--- config.mk ---
export PLATFORM = sky130hd
export DESIGN_NAME = ed_front
export DESIGN_NICKNAME = d
export VERILOG_FILES = /design/src/sv/ed_pkg.sv /design/src/sv/ed_front.sv
export SDC_FILE = /design/constraint.sdc
export NUM_CORES = 2
export LEC_CHECK = 0
export BUFFER_PORTS_ARGS = -buffer_cell sky130_fd_sc_hd__buf_2
export CAP_MARGIN = 25
export CORE_UTILIZATION = 25
export CTS_CLUSTER_DIAMETER = 30
export DETAILED_ROUTE_END_ITERATION = 8
export GPL_TIMING_DRIVEN = 0
export HOLD_SLACK_MARGIN = 0.02
export PLACE_DENSITY = 0.48
export SLEW_MARGIN = 0
export SYNTH_ARGS = -nofsm -noshare
export SYNTH_HDL_FRONTEND = slang
export SYNTH_SLANG_ARGS = --single-unit
--- constraint.sdc ---
create_clock -name clk -period 15.08 [get_ports clk]
set_input_delay 0.754 -clock clk [delete_from_list [all_inputs] [get_ports clk]]
set_output_delay 0.754 -clock clk [all_outputs]
set_load 0.05 [all_outputs]
--- src/sv/ed_pkg.sv ---
package ed_pkg;

    localparam int COORD_W  = 32;
    localparam int DIST_W   = 35;
    localparam int RADIUS_W = 24;

    // pi/180 in Q32.
    localparam int RAD_K_W = 27;
    localparam logic [RAD_K_W-1:0] DEG_TO_RAD_Q32 = 27'd74961321;

    localparam int Q30 = 30;
    localparam logic [30:0] Q30_ONE = 31'h4000_0000;

    // Exact floor division by 45 through a reciprocal, valid below 2^22.
    localparam int W45_W = 22;
    localparam int Q45_W = 17;
    localparam int R45_W = 25;
    localparam logic [R45_W-1:0] RECIP_45 = 25'(((64'd1 << 30) + 64'd44) / 64'd45);

    // Horner steps of the cosine series with their reciprocals.
    localparam int COS_STEPS = 5;
    localparam logic [6:0] COS_DIV [COS_STEPS] = '{7'd90, 7'd56, 7'd30, 7'd12, 7'd2};
    localparam int COS_SHIFT [COS_STEPS] = '{38, 37, 36, 35, 32};
    localparam logic [31:0] COS_RECIP [COS_STEPS] = '{
        32'((64'd1 << 38) / 64'd90),
        32'((64'd1 << 37) / 64'd56),
        32'((64'd1 << 36) / 64'd30),
        32'((64'd1 << 35) / 64'd12),
        32'((64'd1 << 32) / 64'd2)
    };

    localparam int SUM_W  = 65;
    localparam int S_W    = 81;
    localparam int ROOT_W = 41;
    localparam int RK_W   = 51;
    localparam int PROD_W = 92;

    localparam logic [DIST_W-1:0] DIST_MAX = '1;

    typedef enum logic [0:0] {
        CFG_COORD_MODE   = 1'b0,
        CFG_EARTH_RADIUS = 1'b1
    } cfg_reg_t;

    // Data that travels beside the cosine evaluation.
    typedef struct packed {
        logic [31:0] dx;
        logic [31:0] dy;
        logic [31:0] d;
    } side_t;

    // Pipeline advance and the valid bit of the word entering a section.
    typedef struct packed {
        logic en;
        logic vld;
    } pipe_t;

endpackage

--- src/sv/ed_front.sv ---
module ed_front import ed_pkg::*; #(
    parameter int FRAC_BITS = 16
) (
    input  logic                      clk,
    input  logic                      rst_n,
    input  pipe_t                     pin,
    input  logic signed [COORD_W-1:0] lat_a,
    input  logic signed [COORD_W-1:0] lon_a,
    input  logic signed [COORD_W-1:0] lat_b,
    input  logic signed [COORD_W-1:0] lon_b,
    output logic [31:0]               u,
    output side_t                     side,
    output logic                      vld
);

    localparam int STAGES = 5;
    localparam logic [33:0] FULL    = 34'(360) << FRAC_BITS;
    localparam logic [32:0] HALF    = 33'(180) << FRAC_BITS;
    localparam logic [32:0] QUARTER = 33'(90) << FRAC_BITS;

    logic [STAGES-1:0] vld_reg;

    logic signed [COORD_W:0] dlat, dlon, ext_a, ext_b;
    logic [31:0] dx_next, dy_next, mag_a, mag_b, m_next;
    logic [31:0] dx1_reg, dy1_reg, m1_reg;

    logic [W45_W-1:0] wd, wm;
    logic [Q45_W-1:0] qd_next, qm_next;
    logic [Q45_W-1:0] qd2_reg, qm2_reg;
    logic [31:0] dx2_reg, dy2_reg, m2_reg;

    logic [31:0] d_mod, d_next, m_mod, mf_next;
    logic [31:0] dx3_reg, dy3_reg, d3_reg, mf3_reg;

    logic [30:0] t_next;
    logic [30:0] t4_reg;
    side_t side4_reg;

    logic [31:0] u_next;
    logic [31:0] u5_reg;
    side_t side5_reg;

    // Differences and the larger latitude magnitude.
    always_comb
    begin
        dlat    = COORD_W'(0) + (33'(lat_a) - 33'(lat_b));
        dlon    = 33'(lon_a) - 33'(lon_b);
        ext_a   = 33'(lat_a);
        ext_b   = 33'(lat_b);
        dy_next = dlat[COORD_W] ? 32'(-dlat) : 32'(dlat);
        dx_next = dlon[COORD_W] ? 32'(-dlon) : 32'(dlon);
        mag_a   = ext_a[COORD_W] ? 32'(-ext_a) : 32'(ext_a);
        mag_b   = ext_b[COORD_W] ? 32'(-ext_b) : 32'(ext_b);
        m_next  = (mag_b > mag_a) ? mag_b : mag_a;
    end

    // Quotients by a full turn and by half a turn.
    always_comb
    begin
        wd      = W45_W'(dx1_reg >> (FRAC_BITS + 3));
        wm      = W45_W'(m1_reg >> (FRAC_BITS + 2));
        qd_next = Q45_W'((47'(wd) * 47'(RECIP_45)) >> 30);
        qm_next = Q45_W'((47'(wm) * 47'(RECIP_45)) >> 30);
    end

    // Remainders, then the folds.
    always_comb
    begin
        d_mod   = 32'(52'(dx2_reg) - 52'(qd2_reg) * 52'(FULL));
        d_next  = (33'(d_mod) > HALF) ? 32'(FULL - 34'(d_mod)) : d_mod;
        m_mod   = 32'(52'(m2_reg) - 52'(qm2_reg) * 52'(HALF));
        mf_next = (33'(m_mod) > QUARTER) ? 32'(HALF - 33'(m_mod)) : m_mod;
    end

    assign t_next = 31'((58'(mf3_reg) * 58'(DEG_TO_RAD_Q32)) >> (FRAC_BITS + 2));
    assign u_next = 32'((62'(t4_reg) * 62'(t4_reg)) >> Q30);

    always_ff @(posedge clk or negedge rst_n)
    begin
        if (!rst_n)
        begin
            vld_reg <= '0;
        end
        else if (pin.en)
        begin
            vld_reg <= {vld_reg[STAGES-2:0], pin.vld};
        end
    end

    always_ff @(posedge clk)
    begin
        if (pin.en)
        begin
            dx1_reg   <= dx_next;
            dy1_reg   <= dy_next;
            m1_reg    <= m_next;
            qd2_reg   <= qd_next;
            qm2_reg   <= qm_next;
            dx2_reg   <= dx1_reg;
            dy2_reg   <= dy1_reg;
            m2_reg    <= m1_reg;
            dx3_reg   <= dx2_reg;
            dy3_reg   <= dy2_reg;
            d3_reg    <= d_next;
            mf3_reg   <= mf_next;
            t4_reg    <= t_next;
            side4_reg <= '{dx: dx3_reg, dy: dy3_reg, d: d3_reg};
            u5_reg    <= u_next;
            side5_reg <= side4_reg;
        end
    end

    assign u    = u5_reg;
    assign side = side5_reg;
    assign vld  = vld_reg[STAGES-1];

endmodule

---- Yosys cells after proc, flatten, opt, wreduce, memory -nomap -nowiden ----
Index checks and enable logic that the tools add are counted.
word-level totals
  input bits .............................. 132
  word-level logic and storage cells ...... 47
  register bits ........................... 614
  output and inout port bits .............. 129
operators by class
  add/sub/neg operators ................... 10
  multiplexer cells ....................... 7
  multiply operators ...................... 6
  order comparisons ....................... 3
operator list
  kind                                                                     count
  32-bit 2-to-1 mux                                                        7
  32-bit negation                                                          4
  32-bit by 32-bit subtractor with 33-bit output                           2
  32-bit subtractor                                                        2
  31-bit by 31-bit multiplier with 62-bit output                           1
  32-bit by 27-bit multiplier with 49-bit output (second input constant)   1
  14-bit by 24-bit multiplier with 38-bit output (second input constant)   1
  13-bit by 24-bit multiplier with 37-bit output (second input constant)   1
  32-bit by 23-bit > comparator with 1-bit output (second input constant)  1
  32-bit by 24-bit > comparator with 1-bit output (second input constant)  1
  32-bit > comparator                                                      1
  24-bit by 32-bit subtractor with 32-bit output (first input constant)    1
  25-bit by 32-bit subtractor with 32-bit output (first input constant)    1
  17-bit by 6-bit multiplier with 13-bit output (second input constant)    1
  17-bit by 6-bit multiplier with 14-bit output (second input constant)    1

---- Logic depth before layout (Yosys ltp) ----
  depth in word-level cells ............... 4
  depth in mapped cells ................... 32

---- Worst setup path after synthesis ----
No wires, ideal clock.
  path type ............................... register to register
  start ................................... register t4_reg[12]
  end ..................................... register u5_reg[26] (netlist: u[26]), data pin
  data arrival time ....................... 7,325 ps
  library setup time ...................... 258 ps
  cell stages (with the launch flop) ...... 26
  clock period less this slack ............ 7,582 ps
  setup slack ............................. 7,498 ps
  path buffers ............................ 2
  cells stage by stage .................... edfxtp_1 clkbuf_1 clkbuf_1 nand2_1 fa_1 inv_1 fa_1 inv_1 fa_1 fa_1 inv_1 fa_1 fa_1 fa_1 fa_1 ha_1 a211oi_1 o21ai_0 a221oi_1 nand4b_1 a21bo_2 a21oi_1 o211ai_1 and3_1 a221o_1 xor2_1
between the ends
  cells in the longest elaborated chain, start to end .. 1
RTL lines
  element                                         line             RTL
  start: declaration                              ed_front.sv:36   logic [30:0] t4_reg;
  start signal: assignment                        ed_front.sv:106  t4_reg <= t_next;
  31-bit by 31-bit multiplier with 62-bit output  ed_front.sv:76   assign u_next = 32'((62'(t4_reg) * 62'(t4_reg)) >> Q30);
  net u_next[26]                                  ed_front.sv:39   logic [31:0] u_next;
  end signal: assignment                          ed_front.sv:108  u5_reg <= u_next;
  end: declaration                                ed_front.sv:40   logic [31:0] u5_reg;
The timed path passes the listed nets, and every way through them passes these cells.
A chain may end at the register's enable or synchronous reset.

---- Worst setup path in the final report ----
  start ................................... register t4_reg[12]
  end ..................................... register u5_reg[20] (netlist: u[20]), data pin
Same word-level chain as after synthesis.

==> qor.csv <==
stage;metric;value;unit
routing;Avg WL per Cell;18.6;µm
timing;Max transition margin;20.9;%
worst_setup_path;CP max-delay cell;clkbuf_1;
floorplan;die height;551;µm
worst_setup_path;most used cell, CP;fa_1;
timing;shortest period the worst path allows;11.11;ns
finish;most common cell after layout, fill and taps aside;inv_1;
clocking;clock insertion delay at the later pin of the skew report;0.77;ns
timing;Worst-Margin Slew;1.19;ns
hold_path;min-delay worst type;input pin to flip-flop;
floorplan;Starting Density;25.2;%
worst_setup_path;required time worst endpoint;15.51;ns
floorplan;Core Rows;201;
place;Post-Place Cells;11200;
clocking;clock transition at the registers of the reported paths;0.04;ns
floorplan;die area;304000;µm²
finish;most frequent cells in the layout;inv_1, fa_1, ha_1;
worst_setup_path;Worst EP arrival;11.54;ns
logic_synthesis;cell taking the most area after synthesis;fa_1;
timing;skew final;0.0614;ns
logic_synthesis;Ys Warns;0;
finish;Finished Layout Cells;11400;
clocking;CTS buffer count;146;
routing;residual DRC count;0;
routing;Post-DRT Antenna Nets;0;
clocking;CTS tree;yes;
finish;design area;86800;µm²
global_routing;vias in the first global route;55400;
clocking;Post-CTS Resized;0;
worst_setup_path;Crit. End Element;flip-flop;
logic_synthesis;top cells by area, synth;fa_1, edfxtp_1, ha_1, inv_1, xnor2_1;
global_routing;first-pass GRT wire length;328000;µm
timing;Setup TNS;0;ns
place;Area after DPL;81900;µm²
clocking;Root Buffer;clkbuf_16;
finish;register area;17800;µm²
worst_setup_path;crit-path max FO;10;
floorplan;Die W;551;µm
worst_setup_path;slowest stage delay, CP;0.91;ns
job;max-cap violation count;0;
finish;multi-input combinational cell area;50300;µm²
place;GPL Wtd Cong;0.923;
clocking;Clock Tree Buf Depth;4;
timing;fmax;90.0;MHz
logic_synthesis;synthesized flop and latch total;594;
timing;RSZ-0062 raised after global routing;no;
worst_setup_path;CP bufs+invs;6;
logic_synthesis;syn nets;9215;
worst_setup_path;critical path depth;26;
floorplan;# IOs;261;
logic_synthesis;Synth Instances;6939;
global_routing;largest net degree at the start of global routing;132;
global_routing;initial antenna violation count;20;
routing;vias per cell;4.34;
outcome;status;complete, no violations;
routing;total number of vias;49500;
place;detailed-placement wirelength estimate;179000;µm
logic_synthesis;syn avg cell area;10.9;µm²
finish;ratio of cells with drive above 1 in the final layout;7.70;%
finish;fill count;31100;
clocking;# clock sinks;594;
worst_setup_path;WS Path Type;flip-flop to flip-flop;
logic_synthesis;top cell type's share of synthesized area;32.9;%
clocking;H-tree levels;4;
finish;Layout Utilization;28.9;%
timing;Pins Over Slew Limit;0;
global_routing;Tot GR Track Use;14.2;%
timing;Fin. Hold Viols;0;
logic_synthesis;Netlist cell types;100;
worst_setup_path;Top delay family on crit path;adder cells;
logic_synthesis;register area share after synthesis;23.6;%
logic_synthesis;Post-synth EDFFs;589;
timing;final setup violation count;0;
routing;Initial DRT Pass Iterations;7;
timing;final period utilization;73.7;%
finish;area growth from synthesis to layout;15.0;%
finish;fin nets;9636;
worst_setup_path;FF-to-FF path depth;26;
routing;Initial DRC Count;2643;
place;# port buffers;260;
hold_path;worst hold stages;2;
logic_synthesis;ys flop type;edfxtp_1;
routing;Routed WL;212000;µm
worst_setup_path;critical path startpoint category;flip-flop;
logic_synthesis;Synth Cell Area;75500;µm²
floorplan;core box area;300000;µm²
global_routing;Overflow after GRT;0;
logic_synthesis;Post-synth ARST share;0.842;%
==> cells by family after synthesis <==
kind of cell	count (synthesis)	synth area share, %
and+or+nand+nor	1082	7.22
AOI/OAI and AO/OA	734	6.44
muxes	50	0.678
DFF	594	23.6
buffers and inverters	1962	9.81
adders and majority gates	2144	47.9
xor gates and xnor gates	373	4.35
==> Yosys cell counts, types with 7 or more instances <==
library cell and count:
o211ai_1 9, a221oi_1 9, a2111oi_0 10, o21a_1 27, o21bai_1 34, nand2b_1 23, nand2_1 371, a31o_2 10
ha_1 902, nor3b_1 8, and2_1 208, a31oi_1 36, xor2_1 122, edfxtp_1 589, and3_1 25, o21ai_0 101
nor3_1 49, or4_1 7, nand3_1 55, a21boi_0 8, or2_2 15, a211oi_1 21, clkbuf_1 127, o31ai_1 26
a21oi_1 223, xnor2_1 250, mux2_2 9, mux2i_1 41, or3_1 12, a41oi_1 7, fa_1 1242, a211o_1 7
nand4_1 41, o41ai_1 13, nor2_1 171, nor2b_1 40, o21ai_1 17, nor4_1 18, a21o_1 105, inv_1 1823
o22ai_1 7
==> per-layer routing <==
| layer | vias to the layer above | track usage [%] | part of all wire, % |
|---|---|---|---|
| met5 | - | 0 | 0.041 |
| met4 | 14 | 3.85 | 2.7 |
| met3 | 305 | 2.95 | 6.1 |
| met2 | 1181 | 23.4 | 46 |
| met1 | 25100 | 18.8 | 45 |
| li1 | 22900 | - | - |
==> layout make-up <==
class                           count  area share [%]
Antenna cell                        2         0.00577
Buffer                            138           0.640
Clock buffer                      162            4.36
Clock inverter                     93            1.21
Inverter                         1824            7.89
Multi-Input combinational cell   4383            57.9
Sequential cell                   594            20.5
Tap cell                         3958            5.70
Timing Repair Buffer              273            1.78
==> worst register-to-register path: stages (launching register included) <==
cell and delay (ns):
edfxtp_1 0.61, clkbuf_1 0.83, clkbuf_1 0.91, nand2_1 0.19, fa_1 0.60, inv_1 0.08, fa_1 0.49, inv_1 0.06
fa_1 0.49, fa_1 0.56, inv_1 0.06, fa_1 0.55, fa_1 0.43, fa_1 0.51, fa_1 0.41, ha_1 0.34
a211oi_1 0.20, o21ai_0 0.12, a221oi_1 0.42, clkbuf_4 0.30, nand4b_1 0.49, a21bo_2 0.49, a21oi_1 0.63, o211a_1 0.32
o21bai_1 0.10, a21oi_1 0.18, xnor2_1 0.40
==> worst paths after layout <==
kind | to | startpoint | slack, ns
min reg2reg | side4_reg[40] | dy3_reg[8] | 0.37
max | u[20] | t4_reg[12] | 3.97
min | vld_reg[0] | pin[0] | 0.27
max reg2reg | u[20] | t4_reg[12] | 3.97
min in group asynchronous | vld_reg[4] | rst_n | 0.35
max in group asynchronous | vld_reg[1] | rst_n | 14.57
==> what timing repair did <==
action / 4_1_cts / 5_1_grt
hold endpoints to repair: 5 / 0
buffers inserted: 0 / 0
hold buffers: 1 / 0
==> metrics by stage <==
| stage | hold slack [ns] | setup WS (ns) |
|---|---|---|
| after floorplan | 0.400 | 7.50 |
| after global placement | 0.402 | 3.34 |
| after detailed placement | 0.405 | 3.61 |
| after CTS | 0.208 | 3.60 |
| after global routing | 0.238 | 3.79 |
| final | 0.269 | 3.97 |
Power is not shown: default switching activity piles up to over one toggle a cycle in this logic, so the estimate is an artifact.
